`src/rtl/core/mep_pkg.sv`:
```
// Shared types and constants for the Mandelbrot escape-time pixel block.
// No dependencies; every other file in rtl/core imports this package.
`timescale 1ns / 1ps

package mep_pkg;

  // Defaults for the top-level parameters
  localparam int GRAY_LEVELS_DEF     = 256;
  localparam int COORD_FRAC_BITS_DEF = 28;
  localparam int INDEX_BITS_DEF      = 12;

  // Fixed field widths
  localparam int IDX_FIELD_W = 12;
  localparam int COORD_W     = 32;
  localparam int STEP_W      = 29;
  localparam int ITER_W      = 16;
  localparam int GRAY_W      = 8;
  localparam int APB_ADDR_W  = 5;
  localparam int APB_DATA_W  = 32;

  // Gray search carries, sized for the largest level count
  localparam int GM_W  = GRAY_W + ITER_W;
  localparam int SQM_W = 2 * GRAY_W + ITER_W;

  // Register indexes (byte address = 4 * index)
  typedef enum logic [2:0] {
    REG_X_MIN    = 3'd0,
    REG_Y_MIN    = 3'd1,
    REG_X_STEP   = 3'd2,
    REG_Y_STEP   = 3'd3,
    REG_MAX_ITER = 3'd4
  } reg_idx_e;

  localparam logic signed [COORD_W-1:0] X_MIN_RST    = -32'sd536870912;
  localparam logic signed [COORD_W-1:0] Y_MIN_RST    = -32'sd536870912;
  localparam logic [STEP_W-1:0]         X_STEP_RST   = 29'd355073;
  localparam logic [STEP_W-1:0]         Y_STEP_RST   = 29'd568117;
  localparam logic [ITER_W-1:0]         MAX_ITER_RST = 16'd256;

  typedef struct packed {
    logic signed [COORD_W-1:0] x_min;
    logic signed [COORD_W-1:0] y_min;
    logic [STEP_W-1:0]         x_step;
    logic [STEP_W-1:0]         y_step;
    logic [ITER_W-1:0]         max_iter;
  } cfg_t;

  typedef struct packed {
    logic [IDX_FIELD_W-1:0] col;
    logic [IDX_FIELD_W-1:0] row;
  } pix_in_t;

  typedef struct packed {
    logic [GRAY_W-1:0] gray;
    logic [ITER_W-1:0] step_count;
  } pix_out_t;

  // Iteration unit result, one-cycle pulse
  typedef struct packed {
    logic              valid;
    logic [ITER_W-1:0] count;
  } iter_res_t;

  // Token passed along the gray search chain
  typedef struct packed {
    logic              valid;
    logic [GRAY_W-1:0] g;     // gray decided so far
    logic [GM_W-1:0]   gm;    // g * max_iter
    logic [SQM_W-1:0]  gsqm;  // g * g * max_iter
    logic [ITER_W-1:0] m;     // max_iter
    logic [SQM_W-1:0]  rhs;   // step_count * (levels-1)^2
  } gray_tok_t;

endpackage

```
`src/rtl/core/mep_gray_cell.sv`:
```
// One cell of the gray search chain: settles one bit of the gray level.
// Depends on mep_pkg for gray_tok_t and field widths.
`timescale 1ns / 1ps

module mep_gray_cell #(
  parameter int GRAY_LEVELS = mep_pkg::GRAY_LEVELS_DEF,
  parameter int BIT         = 0
) (
  input  logic               clk_i,
  input  logic               rst_ni,
  input  mep_pkg::gray_tok_t tok_i,
  output mep_pkg::gray_tok_t tok_o
);
  import mep_pkg::*;

  localparam logic [GRAY_W-1:0] BITV = GRAY_W'(1) << BIT;
  localparam logic [GRAY_W-1:0] TOP  = GRAY_W'(GRAY_LEVELS - 1);

  gray_tok_t        tok_q, tok_d;
  logic [GRAY_W-1:0] trial;
  logic [SQM_W-1:0]  trial_sqm;
  logic              take;

  // (g + b)^2 * m = g^2 m + 2 b g m + b^2 m, b a power of two
  assign trial     = tok_i.g | BITV;
  assign trial_sqm = tok_i.gsqm + (SQM_W'(tok_i.gm) << (BIT + 1))
                   + (SQM_W'(tok_i.m) << (2 * BIT));
  assign take      = (trial <= TOP) && (trial_sqm <= tok_i.rhs);

  always_comb begin
    tok_d = tok_i;
    if (take) begin
      tok_d.g    = trial;
      tok_d.gm   = tok_i.gm + (GM_W'(tok_i.m) << BIT);
      tok_d.gsqm = trial_sqm;
    end
  end

  always_ff @(posedge clk_i or negedge rst_ni) begin
    if (!rst_ni) begin
      tok_q <= '0;
    end else begin
      tok_q <= tok_d;
    end
  end

  assign tok_o = tok_q;

endmodule

```
`config.mk`:
```
export PLATFORM = sky130hd
export DESIGN_NAME = mep_gray_cell
export DESIGN_NICKNAME = d
export VERILOG_FILES = /design/src/rtl/core/mep_pkg.sv /design/src/rtl/core/mep_gray_cell.sv
export SDC_FILE = /design/constraint.sdc
export NUM_CORES = 1
export LEC_CHECK = 0
export ABC_AREA = 1
export ABC_CLOCK_PERIOD_IN_PS = 1000
export BUFFER_PORTS_ARGS = -buffer_cell sky130_fd_sc_hd__buf_4
export CAP_MARGIN = 20
export CELL_PAD_IN_SITES_DETAIL_PLACEMENT = 1
export CELL_PAD_IN_SITES_GLOBAL_PLACEMENT = 1
export CORE_MARGIN = 1.5
export CORE_UTILIZATION = 42
export CTS_BUF_LIST = sky130_fd_sc_hd__clkbuf_8
export DETAILED_ROUTE_END_ITERATION = 10
export GPL_TIMING_DRIVEN = 0
export PLACE_DENSITY_LB_ADDON = 0.3
export SLEW_MARGIN = 20
export SYNTH_ARGS = -nofsm -noshare
export SYNTH_HDL_FRONTEND = slang
export SYNTH_SLANG_ARGS = --single-unit
```
`constraint.sdc`:
```
create_clock -name clk_i -period 1 [get_ports clk_i]
set_clock_uncertainty 0.05 [all_clocks]
set_input_delay 0.1 -clock clk_i [delete_from_list [all_inputs] [get_ports clk_i]]
set_output_delay 0.1 -clock clk_i [all_outputs]
set_load 0.05 [all_outputs]
```
==> metrics.md, run 1 <==
| Metric | Value |
|---|---|
| Most common flop cell mapped by yosys | `dfrtp_1` |
| Mapped Nets | `1396` |
| Starting Density | `42.9%` |
| Sequential share of the synthesized area | `33.9%` |
| Clk buf depth | `2` |
| Ports | `228` |
| CTS sink count | `113` |
| Top cells by count, synth | `nand2_1, inv_1, dfrtp_1` |
| Failing step | `global routing (5_1_grt)` |
| IO buf count | `226` |
| Post-DP HPWL | `25100 microns` |
| Synth top area share | `33.9%` |
| Gpl congestion | `0.908` |
| Gr ovfl total | `984` |
| Cell taking the most area after synthesis | `dfrtp_1` |
| Yosys reg bits | `113` |
| Cts bufs inserted | `17` |
| Cell variety after synth | `25` |
| Cell area after synthesis | `0.00834 sq mm` |
| Halt Reason | `[ERROR GRT-0232] Routing congestion too high. Check the congestion heatmap in the GUI.` |
| Die H | `144 microns` |
| Yosys warns | `0` |
| Worst EP kind | `register input` |
| Ranking of synthesized cells by area | `dfrtp_1, nand2_1, ha_1` |
| Gate Count Post-Synth | `1181` |
| Most common cell in the netlist | `nand2_1` |
| Die W | `144 microns` |
| GRT worst endpoint | `tok_o[97]$_DFF_PN0_/D` |
| Status | `stopped before the end` |
| Ys async rst share | `100%` |
| Post-synth EDFFs | `0` |
| CTS root buf | `clkbuf_8` |
| Placed Cells | `1672` |
| H-tree depth | `4` |
| Row count | `51` |
| Gr usage total | `90.6%` |
| Synthesized area per cell | `7.06 sq um` |
| Largest net degree at the start of global routing | `114` |
repair_timing:
item	in CTS
cloned	2
endpoints found under the hold margin	226
pin swaps	23
hold buffers	113
gates resized for setup	211
setup endpoints to repair	170
buffers inserted	18
cells by family after synthesis:
| family | share of synthesized area, % |
|---|---|
| AO/OA/AOI/OAI | 3.84 |
| XOR/XNOR | 2.84 |
| adder cells (fa/ha/maj) | 16.5 |
| buffers and inverters | 10.2 |
| flip-flops | 33.9 |
| AND/OR/NAND/NOR | 32.7 |
metrics by stage:
stage / TNS [ps] / cell area, sq um / setup slack, ps / utilization, %
after global placement: -218080 / 10400 / -3030 / 53.6
after CTS: -149310 / 13000 / -2340 / 66.8
after floorplan: -120020 / 8400 / -2140 / -
after detailed placement: -182590 / 10400 / -3140 / 53.6
layer usage:
metal | overflow | GRT usage, %
met1 | 5 | 82.7
met5 | 3 | 28.1
met2 | 691 | 115
met3 | 8 | 68.4
met4 | 277 | 108
==> run 2: changes to the inputs <==
Settings changed: CELL_PAD_IN_SITES_DETAIL_PLACEMENT 1 to not set, CELL_PAD_IN_SITES_GLOBAL_PLACEMENT 1 to not set, CORE_UTILIZATION 42 to 37, CTS_BUF_LIST sky130_fd_sc_hd__clkbuf_8 to not set, PLACE_DENSITY_LB_ADDON 0.3 to 0.15.
==> run 2 against run 1 <==
The flow now finishes, with violations (DRC, setup timing); synthesized cell count did not move; synthesized area stayed put.
==> metrics.md, run 2 <==
| Metric | Value |
|---|---|
| Status | `finished with violations` |
| Failing checks | `DRC, setup timing` |
| Most common flop cell mapped by yosys | `dfrtp_1` |
| Ys async rst share | `100% (unchanged)` |
| Gate Count Post-Synth | `1181 (unchanged)` |
| Post-DP HPWL | `22300 microns (-11%)` |
| Tcrit/Tclk final | `332%` |
| Startpoint Class | `primary input` |
| DRT antenna net count | `0` |
| Cts bufs inserted | `17 (unchanged)` |
| Crit-path max FO | `6` |
| IO buf count | `226 (unchanged)` |
| Slew Viols, Final | `0` |
| First-pass GRT wire length | `45900 microns` |
| RSZ-0062 raised after global routing | `yes` |
| Synth top area share | `33.9% (unchanged)` |
| Layout cells sized above 1 | `30.5%` |
| Crit end category | `flip-flop` |
| # nets final | `1781` |
| CP arrival | `3590 ps` |
| Synthesized area per cell | `7.06 sq um (unchanged)` |
| WS Path Type | `in -> reg` |
| PD cells | `1760 mW/mm^2` |
| Cell variety after synth | `25 (unchanged)` |
| N_diodes | `0` |
| Die W | `153 microns (+6.4%)` |
| DR pass1 iterations | `9` |
| Drc violations | `21` |
| Vias/cell | `4.79` |
| Gr ovfl total | `0` |
| Die H | `153 microns (+6.4%)` |
| Minimum clock period | `3320 ps` |
| Max transition margin | `71.6%` |
| WP buf/inv | `5` |
| Clock transition at path regs | `60 ps` |
| P_leak | `7.50 nW` |
| Most common cell in the netlist | `nand2_1` |
| CTS root buf | `clkbuf_16` |
| Yosys reg bits | `113 (unchanged)` |
| Die area | `0.0235 sq mm` |
| Largest net degree at the start of global routing | `62` |
| Starting Density | `38.0% (-4.9 points)` |
| Post-synth EDFFs | `0 (unchanged)` |
| Antenna violations before repair | `0` |
| Final hold vios | `0` |
| Number of flip-flops in the largest register | `113` |
| Commonest non-fill, non-tap cell in the layout | `nand2_1` |
| Cell area after synthesis | `0.00834 sq mm (unchanged)` |
| Layout area overhead | `68.1%` |
| Final WL | `30400 microns` |
| Final Util | `63.9%` |
| DP Area | `0.0105 sq mm (+0.44%)` |
| Gr usage total | `25.4%` |
| Mapped Nets | `1396 (unchanged)` |
| Cell taking the most area after synthesis | `dfrtp_1` |
| Crit-path leading delay family | `simple AND/OR/NAND/NOR gates` |
| Ports | `228 (unchanged)` |
| CTS tree | `yes` |
| Yosys warns | `0 (unchanged)` |
| CTS sink count | `113 (unchanged)` |
| Sequential share of the synthesized area | `33.9% (unchanged)` |
| Vias after detailed routing | `8911` |
| Most frequent cells in the layout | `nand2_1, inv_1, buf_4, buf_6, dlygate4sd3_1` |
| Maximum clock rate | `301 MHz` |
| Max Cap Violations | `0` |
| Critical Path Slowest Stage Cell | `fa_1` |
| Initial drt markers | `460` |
| Ranking of synthesized cells by area | `dfrtp_1, nand2_1, ha_1` |
| Core Region | `0.0220 sq mm` |
| Vias in the first global route | `8659` |
| Critical Path RT | `1270 ps` |
| Peak VDD IR | `1270 uV` |
| Worst path max stage delay | `600 ps` |
| Final Setup Violations | `170` |
| Slew @ Worst Pin | `422 ps` |
| Gpl congestion | `0.893 (-1.7%)` |
| Top cells by count, synth | `nand2_1, inv_1, dfrtp_1` |
| Row count | `54 (+5.9%)` |
| Clk buf depth | `2 (unchanged)` |
| Final worst slack | `-2320 ps` |
| H-tree depth | `4 (unchanged)` |
| Routed wire per std cell | `16.4 microns` |
| Hold WC Path Type | `in -> reg` |
| Fin area | `0.0140 sq mm` |
-- run 2: cell counts after synthesis --
Identical to the previous run, type by type.
-- run 2: worst min-delay path, stage by stage --
cell and delay, ps:
buf_4 100, nand3_2 80, nand2_2 110, nand2_2 50
nand2_1 40
-- run 2: stage by stage --
| step | setup TNS [ps] | hold WS [ps] | std cells | total power, mW | setup WS (ps) |
|---|---|---|---|---|---|
| 2_1_floorplan | -120020 | -246 | 1181 | 11.8 | -2140 |
| 3_3_place_gp | -224490 | 159 | 1687 | 14.8 | -3060 |
| 3_5_place_dp | -171580 | 37.0 | 1688 | 14.9 | -3070 |
| 4_1_cts | -145810 | -246 | 1847 | 23.6 | -2360 |
| 5_1_grt | -153530 | 50.6 | 1859 | 25.9 | -2470 |
| 6_report | -142520 | 26.5 | 1859 | 24.6 | -2320 |
-- run 2: power breakdown --
part,internal [mW],switching (mW)
clock network,4.25,2.63
registers,5.23,0.322
logic,4.82,7.38
-- run 2: area by class of cell --
type / count / area, sq um
timing repair buffer: 366 / 3650
clock inverter: 15 / 219
buffer: 19 / 223
fill: 1910 / 7940
multi-input combinational: 857 / 5610
tap: 280 / 350
clock buffer: 17 / 425
sequential: 113 / 2830
inverter: 192 / 721
-- run 2: what timing repair did --
action / 4_1_cts / 5_1_grt
gates resized for setup: 201 / 152
hold buffers: 112 / 3
hold endpoints to repair: 165 / 3
endpoints found under the setup margin: 170 / 231
gates cloned: 2 / 4
setup buffers: 13 / 5
pin swaps: 29 / 52
-- run 2: cells by family after synthesis --
kind of cell    after synthesis  synth area share (%)
buf+inv                     211                  10.2
fa+ha+maj                   100                  16.5
flops                       113                  33.9
simple gates                670                  32.7
xor+xnor                     27                  2.84
compound gates               60                  3.84
-- run 2: final timing paths --
kind / depth (start not counted) / end / from
setup / recovery: 25 / tok_o[62]$_DFF_PN0_ / tok_i[44]
hold / removal: 5 / tok_o[79]$_DFF_PN0_ / tok_i[79]
max in group asynchronous: 3 / tok_o[78]$_DFF_PN0_ / rst_ni
min in group asynchronous: 2 / tok_o[86]$_DFF_PN0_ / rst_ni
-- run 2: metal layers --
layer / vias up / wire length [microns] / part of all wire (%) / GRT usage [%]
met5: - / 0 / 0 / 0
met1: 4190 / 13300 / 44 / 32.7
met3: 34 / 1460 / 4.8 / 3.60
met4: 0 / 631 / 2.1 / 7.52
li1: 4435 / - / - / -
met2: 252 / 15100 / 50 / 44.3
(Power assumes the default switching activity.)
