### src/rtl/core/mep_pkg.sv
// Shared types and constants for the Mandelbrot escape-time pixel block.
// No dependencies; every other file in rtl/core imports this package.
`timescale 1ns / 1ps

package mep_pkg;

  // Defaults for the top-level parameters
  localparam int GRAY_LEVELS_DEF     = 256;
  localparam int COORD_FRAC_BITS_DEF = 28;
  localparam int INDEX_BITS_DEF      = 12;

  // Fixed field widths
  localparam int IDX_FIELD_W = 12;
  localparam int COORD_W     = 32;
  localparam int STEP_W      = 29;
  localparam int ITER_W      = 16;
  localparam int GRAY_W      = 8;
  localparam int APB_ADDR_W  = 5;
  localparam int APB_DATA_W  = 32;

  // Gray search carries, sized for the largest level count
  localparam int GM_W  = GRAY_W + ITER_W;
  localparam int SQM_W = 2 * GRAY_W + ITER_W;

  // Register indexes (byte address = 4 * index)
  typedef enum logic [2:0] {
    REG_X_MIN    = 3'd0,
    REG_Y_MIN    = 3'd1,
    REG_X_STEP   = 3'd2,
    REG_Y_STEP   = 3'd3,
    REG_MAX_ITER = 3'd4
  } reg_idx_e;

  localparam logic signed [COORD_W-1:0] X_MIN_RST    = -32'sd536870912;
  localparam logic signed [COORD_W-1:0] Y_MIN_RST    = -32'sd536870912;
  localparam logic [STEP_W-1:0]         X_STEP_RST   = 29'd355073;
  localparam logic [STEP_W-1:0]         Y_STEP_RST   = 29'd568117;
  localparam logic [ITER_W-1:0]         MAX_ITER_RST = 16'd256;

  typedef struct packed {
    logic signed [COORD_W-1:0] x_min;
    logic signed [COORD_W-1:0] y_min;
    logic [STEP_W-1:0]         x_step;
    logic [STEP_W-1:0]         y_step;
    logic [ITER_W-1:0]         max_iter;
  } cfg_t;

  typedef struct packed {
    logic [IDX_FIELD_W-1:0] col;
    logic [IDX_FIELD_W-1:0] row;
  } pix_in_t;

  typedef struct packed {
    logic [GRAY_W-1:0] gray;
    logic [ITER_W-1:0] step_count;
  } pix_out_t;

  // Iteration unit result, one-cycle pulse
  typedef struct packed {
    logic              valid;
    logic [ITER_W-1:0] count;
  } iter_res_t;

  // Token passed along the gray search chain
  typedef struct packed {
    logic              valid;
    logic [GRAY_W-1:0] g;     // gray decided so far
    logic [GM_W-1:0]   gm;    // g * max_iter
    logic [SQM_W-1:0]  gsqm;  // g * g * max_iter
    logic [ITER_W-1:0] m;     // max_iter
    logic [SQM_W-1:0]  rhs;   // step_count * (levels-1)^2
  } gray_tok_t;

endpackage

### src/rtl/core/mep_cfg.sv
// Configuration register file behind an APB-style slave port.
// Depends on mep_pkg for register indexes, reset values and cfg_t.
`timescale 1ns / 1ps

module mep_cfg (
  input  logic                            clk_i,
  input  logic                            rst_ni,
  input  logic                            psel_i,
  input  logic                            penable_i,
  input  logic                            pwrite_i,
  input  logic [mep_pkg::APB_ADDR_W-1:0]  paddr_i,
  input  logic [mep_pkg::APB_DATA_W-1:0]  pwdata_i,
  output logic [mep_pkg::APB_DATA_W-1:0]  prdata_o,
  output logic                            pready_o,
  output mep_pkg::cfg_t                   cfg_o
);
  import mep_pkg::*;

  cfg_t     cfg_q;
  logic     wr_en;
  reg_idx_e idx;

  assign pready_o = 1'b1;
  assign wr_en    = psel_i && penable_i && pwrite_i;
  assign idx      = reg_idx_e'(paddr_i[APB_ADDR_W-1:2]);
  assign cfg_o    = cfg_q;

  always_ff @(posedge clk_i or negedge rst_ni) begin
    if (!rst_ni) begin
      cfg_q.x_min    <= X_MIN_RST;
      cfg_q.y_min    <= Y_MIN_RST;
      cfg_q.x_step   <= X_STEP_RST;
      cfg_q.y_step   <= Y_STEP_RST;
      cfg_q.max_iter <= MAX_ITER_RST;
    end else if (wr_en) begin
      unique case (idx)
        REG_X_MIN:    cfg_q.x_min    <= $signed(pwdata_i);
        REG_Y_MIN:    cfg_q.y_min    <= $signed(pwdata_i);
        REG_X_STEP:   cfg_q.x_step   <= pwdata_i[STEP_W-1:0];
        REG_Y_STEP:   cfg_q.y_step   <= pwdata_i[STEP_W-1:0];
        REG_MAX_ITER: cfg_q.max_iter <= pwdata_i[ITER_W-1:0];
        default: ;
      endcase
    end
  end

  always_comb begin
    prdata_o = '0;
    unique case (idx)
      REG_X_MIN:    prdata_o = cfg_q.x_min;
      REG_Y_MIN:    prdata_o = cfg_q.y_min;
      REG_X_STEP:   prdata_o = APB_DATA_W'(cfg_q.x_step);
      REG_Y_STEP:   prdata_o = APB_DATA_W'(cfg_q.y_step);
      REG_MAX_ITER: prdata_o = APB_DATA_W'(cfg_q.max_iter);
      default:      prdata_o = '0;
    endcase
  end

endmodule

### config.mk
export PLATFORM = sky130hd
export DESIGN_NAME = mep_cfg
export DESIGN_NICKNAME = d
export VERILOG_FILES = /design/src/rtl/core/mep_pkg.sv /design/src/rtl/core/mep_cfg.sv
export SDC_FILE = /design/constraint.sdc
export NUM_CORES = 1
export LEC_CHECK = 0
export BUFFER_PORTS_ARGS = -buffer_cell sky130_fd_sc_hd__buf_2
export CAP_MARGIN = 20
export CORE_AREA = 2 2 110 112
export CTS_BUF_LIST = sky130_fd_sc_hd__clkbuf_4
export CTS_CLUSTER_DIAMETER = 200
export DETAILED_ROUTE_END_ITERATION = 16
export DIE_AREA = 0 0 112 114
export GPL_ROUTABILITY_DRIVEN = 0
export MAX_ROUTING_LAYER = met4
export PLACE_DENSITY = 0.94
export SLEW_MARGIN = 20
export SYNTH_ARGS = -nofsm -noshare
export SYNTH_HDL_FRONTEND = slang
export SYNTH_SLANG_ARGS = --single-unit
### constraint.sdc
create_clock -name clk_i -period 2.1 [get_ports clk_i]
set_clock_uncertainty 0.2 [all_clocks]
set_input_delay 0 -clock clk_i [delete_from_list [all_inputs] [get_ports clk_i]]
set_output_delay 0 -clock clk_i [all_outputs]
set_load 0.01 [all_outputs]
# Yosys cells after proc, flatten, opt, wreduce, memory -nomap -nowiden

Index checks and enable logic that the tools add are counted.
W data, S select, Z words.

Eq/ne operators: 4
Mux-type cells: 1
Reduce and logical (&&, ||, !) cells: 8

Operators with widths:

| operator             | number |
|---|---|
| $pmux W32 S5         | 1 |
| $reduce_and A2 Y1    | 5 |
| $eq A3 B2 Y1 const B | 2 |
| $eq A3 B1 Y1 const B | 1 |
| $eq A3 B3 Y1 const B | 1 |
| $logic_not A3 Y1     | 1 |
| $logic_and A1 B1 Y1  | 2 |

Bits in registers: 138
Bits of input ports: 42
Output and inout port bits: 171
Logic and storage cells: 18

# Longest topological paths before layout

Gate-level depths: netlist of the first run.

Depth in word-level cells: 3
Mapped depth: 6
Gate-level depth less buffers: 3

# Worst setup path before layout of the first run

No wires, ideal clock.

Path type: input to register
Start: in paddr_i[2] in the netlist's numbering
End: reg cfg_q (netlist bit cfg_o[10])
Setup time: 0.125 ns
Arrival time: 1.201 ns
Data required time: 1.775 ns
Slack: 0.574 ns
Stages on the path: 6
Buffers on the path: 3
Cells stage by stage: buf_4 -> nor2b_4 -> buf_6 -> nor3b_4 -> buf_12 -> mux2_4

Longest elaborated chain between the ends: 2

RTL lines:

| item                        | line          | text |
|---|---|---|
| start, declared             | mep_cfg.sv:11 | `input logic [mep_pkg::APB_ADDR_W-1:0] paddr_i,` |
| $eq A3 B3 Y1                | mep_cfg.sv:36 | `unique case (idx)` |
| $reduce_and A2 Y1 (no line) | n/a           |  |
| end, declared               | mep_cfg.sv:19 | `cfg_t cfg_q;` |

No other way between the ends.
A chain may end at the register's enable or synchronous reset.

# Worst setup path after layout of the first run

Start: in paddr_i[2] in the netlist's numbering
End: reg cfg_q (netlist bit cfg_o[131])

Longest elaborated chain between the ends: 2

RTL lines:

| item                        | line |
|---|---|
| $logic_not A3 Y1            | mep_cfg.sv:36 |
| $reduce_and A2 Y1 (no line) | n/a |

No other way between the ends.

==> results of run 1 <==
cell usage after synthesis, drive strengths merged:
| master | n |
|---|---|
| nand3 | 1 |
| dfstp | 25 |
| nor3 | 4 |
| nor3b | 2 |
| mux4 | 13 |
| clkbuf | 10 |
| conb | 1 |
| mux2 | 154 |
| a22oi | 16 |
| inv | 1 |
| or3 | 1 |
| nor2b | 10 |
| nand2 | 1 |
| a32oi | 16 |
| and2b | 6 |
| mux2i | 3 |
| nand4b | 1 |
| dfrtp | 113 |
| nor2 | 2 |
| o21ai | 16 |
| buf | 23 |
routing by layer:
metal / track usage (%) / share of wire, % / vias to the layer above / wire length, microns
met3: 7.60 / 8.1 / 52 / 1480
met4: 14.5 / 2.6 / 0 / 475
met5: - / 0 / - / 0
li1: - / - / 2127 / -
met2: 49.7 / 51 / 311 / 9270
met1: 35.3 / 39 / 2560 / 7100
worst max path at each step:
| stage | start | endpoint | slack (ps) | cells after the start |
|---|---|---|---|---|
| 2_1_floorplan | paddr_i[2] | cfg_o[10]$_DFFE_PN0P_ | 570 | 6 |
| 3_3_place_gp | paddr_i[4] | cfg_o[131]$_DFFE_PN0P_ | 350 | 5 |
| 3_5_place_dp | paddr_i[4] | cfg_o[131]$_DFFE_PN0P_ | 330 | 5 |
| 4_1_cts | pwrite_i | cfg_o[15]$_DFFE_PN0P_ | 70 | 7 |
| 5_1_grt | cfg_o[19]$_DFFE_PN0P_ | prdata_o[3] | 30 | 4 |
| 6_report | paddr_i[2] | cfg_o[131]$_DFFE_PN0P_ | 60 | 6 |
cells in the final DEF (no fill, tap or decap), drive strengths merged:
| cell type | instances |
|---|---|
| bufinv | 3 |
| clkinvlp | 4 |
| and2b | 6 |
| or3 | 1 |
| inv | 1 |
| nor2b | 10 |
| nor2 | 2 |
| nand4b | 1 |
| a32oi | 16 |
| nor3b | 2 |
| conb | 1 |
| nand3 | 1 |
| nor3 | 4 |
| clkbuf | 18 |
| mux4 | 13 |
| o21ai | 16 |
| dlygate4sd3 | 57 |
| clkinv | 7 |
| dfstp | 25 |
| dfrtp | 113 |
| mux2i | 3 |
| diode | 2 |
| a22oi | 16 |
| buf | 232 |
| nand2 | 1 |
| mux2 | 154 |
through the flow:
| step | instances | util [%] | setup slack (ps) | hold WS (ps) |
|---|---|---|---|---|
| after floorplan | 419 | - | 574 | -496 |
| after global routing | 856 | 72.4 | 25.4 | 20.0 |
| after CTS | 855 | 72.5 | 69.3 | 0.280 |
| after global placement | 765 | 65.0 | 348 | -35.7 |
| after detailed placement | 765 | 65.0 | 328 | -22.3 |
| final | 856 | 72.4 | 58.8 | 36.6 |
cell type report:
class | instances | area [sq um] | share of cell area (%)
diodes | 2 | 5.00 | 0.0590
clock buffers | 18 | 135 | 1.59
clock inverters | 14 | 155 | 1.83
inverters | 1 | 3.75 | 0.0443
multi-input cells | 247 | 2670 | 31.5
flip-flops and latches | 138 | 3480 | 41.1
well taps | 147 | 184 | 2.17
repair buffers | 289 | 1840 | 21.7
timing repair:
action | in CTS | in global routing
endpoints found under the hold margin | 276 | 0
hold buffers | 58 | 0
setup endpoints to repair | 0 | 5
setup buffers | 0 | 0
worst max-delay path: stages:
cell and delay (ps):
buf_2 120, dlygate4sd3_1 550, or3_2 510, buf_12 210
mux2_1 330, dlygate4sd3_1 570
logic make-up after synthesis:
group | after synthesis
other cells | 1
simple gates | 28
flops | 138
compound gates | 48
mux | 170
buf+inv | 34
power by group through the flow:
| stage | clock (W) | combinational [W] | sequential, W |
|---|---|---|---|
| floorplan | 0 | 0.000853 | 0.00388 |
| CTS | 0.00182 | 0.00213 | 0.00366 |
| detailed placement | 0 | 0.00202 | 0.00371 |
| global route | 0.00195 | 0.00229 | 0.00375 |
| global placement | 0 | 0.00195 | 0.00365 |
| finish | 0.00180 | 0.00214 | 0.00368 |
==> summary.txt, run 1 <==
Worst setup path
  • Classification of the worst setup path: input port to flop
  • Required time of the critical path: about 2400 ps
  • Arr. time, crit path: 2300 ps
  • Critical R2R Launch: cfg_o[131]$_DFFE_PN0P_
  • Number of cells on the worst reg-to-reg path: 2
  • Reg-to-reg setup timing slack: just over 500 ps
  • Highest fanout seen on the critical path: 29
  • R2r endpoint: cfg_o[131]$_DFFE_PN0P_
  • Startpoint Class: input port
  • Crit path capture type: flop

Logic synthesis
  • Count of yosys warnings during synthesis: 0
  • Adder and majority cell fraction of the synthesized area: 0%
  • Proportion of netlist area held by the largest area contributor: 44.5%
  • Simple-gate share of the synthesized area: about 3.4%
  • Multiplexer share of the synthesized area: between 30% and 40%
  • Parity-gate share of the synthesized area counting xor and xnor cells: 0%
  • Dominant cells by area after synthesis: dfrtp_1 45%, mux2_2 25%, dfstp_2 10%, mux4_2 4.6%, mux2_4 2.4%
  • Top cell type by total area after synthesis: dfrtp_1
  • Net count of the mapped netlist: 461
  • Post-Synthesis Mean Instance Area: approximately 15 sq um
  • Number of distinct library cells after synthesis: 30
  • Post-synthesis compound-gate area fraction: 5.36%
  • Main combinational cell family by area after synthesis: multiplexers
  • Flop and latch count out of synthesis: between 100 and 150
  • Count of mapped cells out of synthesis: roughly 420
  • Share of the yosys chip area belonging to registers: between 50% and 60%
  • Synthesized cell area: roughly 0.0063 sq mm

Pwr
  • Power per cell area: between 800 and 900 mW/mm^2
  • Net Sw Power: roughly 0.0024 W
  • Combinational power share: approximately 28%
  • Proportion of power drawn by flip-flops and latches: between 40 and 50%
  • Post-route total power: between 0.007 and 0.008 W
  • Clock network fraction of design power: between 20% and 30%
  • Cell-internal power: approximately 0.0052 W
  • Worst supply voltage drop on vdd: 0.000691 V
  • Sw frac: a little under a third
  • Leakage power of the design: ~4.2 nW

Cells and area
  • Flip-flop count of the largest register, all copies and words added: ~140
  • Growth of design area from synthesis to finish: 33.6%
  • Total non-filler cell area in the finished layout: 0.00848 sq mm
  • Share of final-layout standard cells stronger than drive strength 1: between 60% and 70%
  • Total number of nets in the final design: 736
  • Fill cell instance count of the final layout: between 700 and 800

Job
  • Number of max-capacitance violations reported: 0

Detailed routing
  • Wire length per cell: 21.4 microns
  • Post-detailed-route DRC marker count: 0
  • Pre-Repair DR Iteration Count: 5
  • Routed Antenna Nets: 0
  • Total vias in the final route: about 5.1k
  • First-iteration detailed-routing DRC count: 468
  • Total routed wirelength: about 18 mm
  • Number of vias per cell: a little under 6

Timing
  • Total count of max-transition violations in the final report: 0
  • Peak clock frequency supported by timing: ~0.49 GHz
  • Setup TNS: 0 ps
  • Final critical delay including setup and external delays: 2040 ps
  • Final number of hold-violating endpoints: 0
  • Setup repair after global routing missed its margin: false
  • Endpoints failing setup: 0
  • Worst rel slew slack: 51.5%
  • Period Utilization, post-route: ~100%
  • Slew at the pin closest to its max-slew limit: just over 700 ps

Floorplan
  • Initial core utilization: about 54%
  • Die X: 112 microns
  • Top-Level Pins: about 210
  • Core Area: 0.0117 sq mm
  • Site Rows: 40
  • Die height: approximately 110 microns
  • Die footprint: between 0.01 and 0.015 sq mm

Clocking
  • Number of cells upsized or downsized after cts: 0
  • Insertion delay of the later-clocked pin in the worst-skew pair: approximately 550 ps
  • Maximum count of clock buffers along a single path: 2
  • Root Driver: clkbuf_4
  • Number of clock buffers inserted by TritonCTS: 17
  • # H-tree levels: 4
  • CTS tree: yes
  • Clock-pin slew of the registers on the worst-case setup and hold paths: around 130 ps
  • TritonCTS sink count: between 100 and 150

Worst hold path
  • End of the worst hold path: cfg_o[32]$_DFFE_PN0P_
  • Instance count along the most critical hold path: 3
  • Startpoint of the lowest-slack hold path: pwdata_i[16]
  • Hold Path Class: input port to flop

Global route
  • Vias in the first global route: 5374
  • Wire length of the first global-routing pass: ~29 mm
  • Grt ovf: 0
  • Initial antenna violation count: 2
  • GRT Util Overall: between 30% and 40%
  • Largest net degree at the start of global routing: 139

Outcome
  • Run status: completed

Placement
  • Cell area after placement: roughly 0.0076 sq mm
  • Dpl hpwl: between 10 and 15 mm
  • Number of input and output port buffers inserted: approximately 210
Note: power is estimated with default switching activity, not from simulation.
==> run 2: changes to the inputs <==
CORE_AREA = 2 2 122 124   (was 2 2 110 112)
DIE_AREA = 0 0 124 126   (was 0 0 112 114)
PLACE_DENSITY = 0.8   (was 0.94)
==> run 2 against run 1 <==
Critical path depth grew 1. Worst setup slack lost 15 ps. Clock power shrank 15%. Cell count grew 2.3%.
==> summary.txt, run 2 (synthesized netlist as in run 1, its figures left out) <==
Outcome
  • Run status: completed (unchanged)

Detailed routing
  • Total routed wirelength: 17.8 mm (was 18.3 mm)
  • Pre-Repair DR Iteration Count: 5 (unchanged)
  • Total vias in the final route: 4759 (was 5050)
  • Post-detailed-route DRC marker count: 0 (unchanged)
  • Number of vias per cell: 5.43 (was 5.90)
  • Routed Antenna Nets: 0 (unchanged)
  • First-iteration detailed-routing DRC count: 187 (was 468)
  • Wire length per cell: 20.3 microns (was 21.4 microns)

Clocking
  • TritonCTS sink count: 138 (unchanged)
  • Maximum count of clock buffers along a single path: 2 (unchanged)
  • Insertion delay of the later-clocked pin in the worst-skew pair: 540 ps (was 550 ps)
  • Number of clock buffers inserted by TritonCTS: 17 (unchanged)
  • Clock-pin slew of the registers on the worst-case setup and hold paths: 120 ps (was 130 ps)
  • # H-tree levels: 4 (unchanged)
  • CTS tree: yes (unchanged)
  • Post-CTS Setup Inserts: 0 (unchanged)
  • Root Driver: clkbuf_4 (unchanged)

Worst setup path
  • Highest fanout seen on the critical path: 15 (was 29)
  • Required time of the critical path: 2330 ps (was 2360 ps)
  • Crit path capture type: flop (unchanged)
  • Arr. time, crit path: 2290 ps (was 2300 ps)
  • Classification of the worst setup path: input port to flop (unchanged)
  • Startpoint Class: input port (unchanged)

Timing
  • Worst rel slew slack: 44.2% (was 51.5%)
  • Post-layout worst setup margin: 43.4 ps (was 58.8 ps)
  • Period Utilization, post-route: 97.9% (was 97.2%)
  • Final critical delay including setup and external delays: 2060 ps (was 2040 ps)
  • Final number of hold-violating endpoints: 0 (unchanged)
  • Worst-case hold slack: 59.3 ps (was 36.6 ps)
  • Endpoints failing setup: 0 (unchanged)
  • Setup TNS: 0 ps (unchanged)
  • Peak clock frequency supported by timing: 0.486 GHz (was 0.490 GHz)
  • Setup repair after global routing missed its margin: false (unchanged)
  • Slew at the pin closest to its max-slew limit: 833 ps (was 728 ps)
  • Total count of max-transition violations in the final report: 0 (unchanged)

Global route
  • GRT Util Overall: 23.9% (was 30.3%)
  • Initial antenna violation count: 0 (was 2)
  • Grt ovf: 0 (unchanged)
  • Wire length of the first global-routing pass: 27.2 mm (was 28.6 mm)
  • Vias in the first global route: 5063 (was 5374)
  • Largest net degree at the start of global routing: 139 (unchanged)

Placement
  • Number of input and output port buffers inserted: 209 (unchanged)
  • Cell area after placement: 0.00761 sq mm (unchanged)
  • Setup WS pre-CTS: 223 ps (was 328 ps)
  • Dpl hpwl: 11.9 mm (was 11.6 mm)

Pwr
  • Leakage power of the design: 4.08 nW (was 4.19 nW)
  • Post-route total power: 0.00726 W (was 0.00762 W)
  • Power per cell area: 876 mW/mm^2 (was 898 mW/mm^2)
  • Worst supply voltage drop on vdd: 0.000582 V (was 0.000691 V)

Floorplan
  • Die height: 126 microns (was 114 microns)
  • Core Area: 0.0143 sq mm (was 0.0117 sq mm)
  • Top-Level Pins: 213 (unchanged)
  • Initial core utilization: 44.4% (was 54.2%)
  • Site Rows: 44 (was 40)
  • Die X: 124 microns (was 112 microns)
  • Die footprint: 0.0156 sq mm (was 0.0128 sq mm)

Cells and area
  • Most common cell after layout, fill and taps aside: buf_2 (unchanged)
  • Total number of nets in the final design: 720 (was 736)
  • Flip-flop count of the largest register, all copies and words added: 138 (unchanged)
  • Growth of design area from synthesis to finish: 30.5% (was 33.6%)
  • Total non-filler cell area in the finished layout: 0.00829 sq mm (was 0.00848 sq mm)
  • Share of final-layout standard cells stronger than drive strength 1: 66.1% (was 64.9%)
  • Highest-count cells in the layout ignoring fill and taps: 208 x buf_2, 142 x mux2_2, 113 x dfrtp_1 (unchanged)

Worst hold path
  • Hold Path Class: input port to flop (unchanged)

Job
  • Number of max-capacitance violations reported: 0 (unchanged)
==> run 2: cell count changes in the layout (fill, tap and decap cells not counted), sizes merged <==
cell	previous run	this run
bufinv	3	1
dlygate4sd3	57	43
clkbuf	18	17
clkinv	7	9
buf	232	230
diode	2	1
inv	1	2
==> run 2: per-layer routing <==
layer  global-route usage (%)  share of wire (%)  wire, microns
met1                     29.2                 42           7470
met2                     39.0                 51           9080
met3                     6.16                6.3           1110
met4                     7.07               0.68            121
met5                        -                  0              0
==> run 2: worst max-delay path, cell delays in order <==
cell and delay (ps):
dlygate4sd3_1 530, buf_2 150, nand4b_4 110, dlygate4sd3_1 660, nor3_4 170, buf_4 300, mux2_2 360
==> run 2: path summary, 6_finish.rpt <==
path	start	endpoint	slack, ps	cells past startpoint
min in group asynchronous	rst_ni	cfg_o[100]$_DFFE_PN0P_	540	4
max	psel_i	cfg_o[93]$_DFFE_PN0P_	40	7
min	pwdata_i[20]	cfg_o[126]$_DFFE_PN0P_	60	3
min reg2reg	cfg_o[91]$_DFFE_PN0P_	cfg_o[91]$_DFFE_PN0P_	340	1
max reg2reg	cfg_o[109]$_DFFE_PN0P_	cfg_o[109]$_DFFE_PN0P_	1080	1
max in group asynchronous	rst_ni	cfg_o[76]$_DFFE_PN0P_	660	4
==> run 2: metrics by stage <==
step	utilization [%]	cells
6_report	57.9	876
5_1_grt	57.9	875
4_1_cts	57.9	875
3_5_place_dp	53.2	800
3_3_place_gp	53.2	800
2_1_floorplan	-	419
==> run 2: where the power goes <==
group | total [W] | internal [W] | switching [W]
logic | 0.00206 | 0.00110 | 0.000962
registers | 0.00367 | 0.00325 | 0.000424
clock network | 0.00153 | 0.000560 | 0.000969
total | 0.00726 | 0.00491 | 0.00235
==> run 2: timing repair <==
item | in CTS | in global routing
hold buffers | 43 | 0
endpoints found under the hold margin | 276 | 0
resized for setup | 0 | 1
endpoints found under the setup margin | 0 | 2
==> run 2: final cells by class <==
| cell class | instances | area (sq um) |
|---|---|---|
| clock inverters | 15 | 109 |
| multi-input cells | 247 | 2670 |
| clock buffers | 17 | 128 |
| inverters | 1 | 3.75 |
| well taps | 184 | 230 |
| repair buffers | 273 | 1660 |
| flip-flops and latches | 138 | 3480 |
| diodes | 1 | 2.50 |
| fillers | 1146 | 6030 |
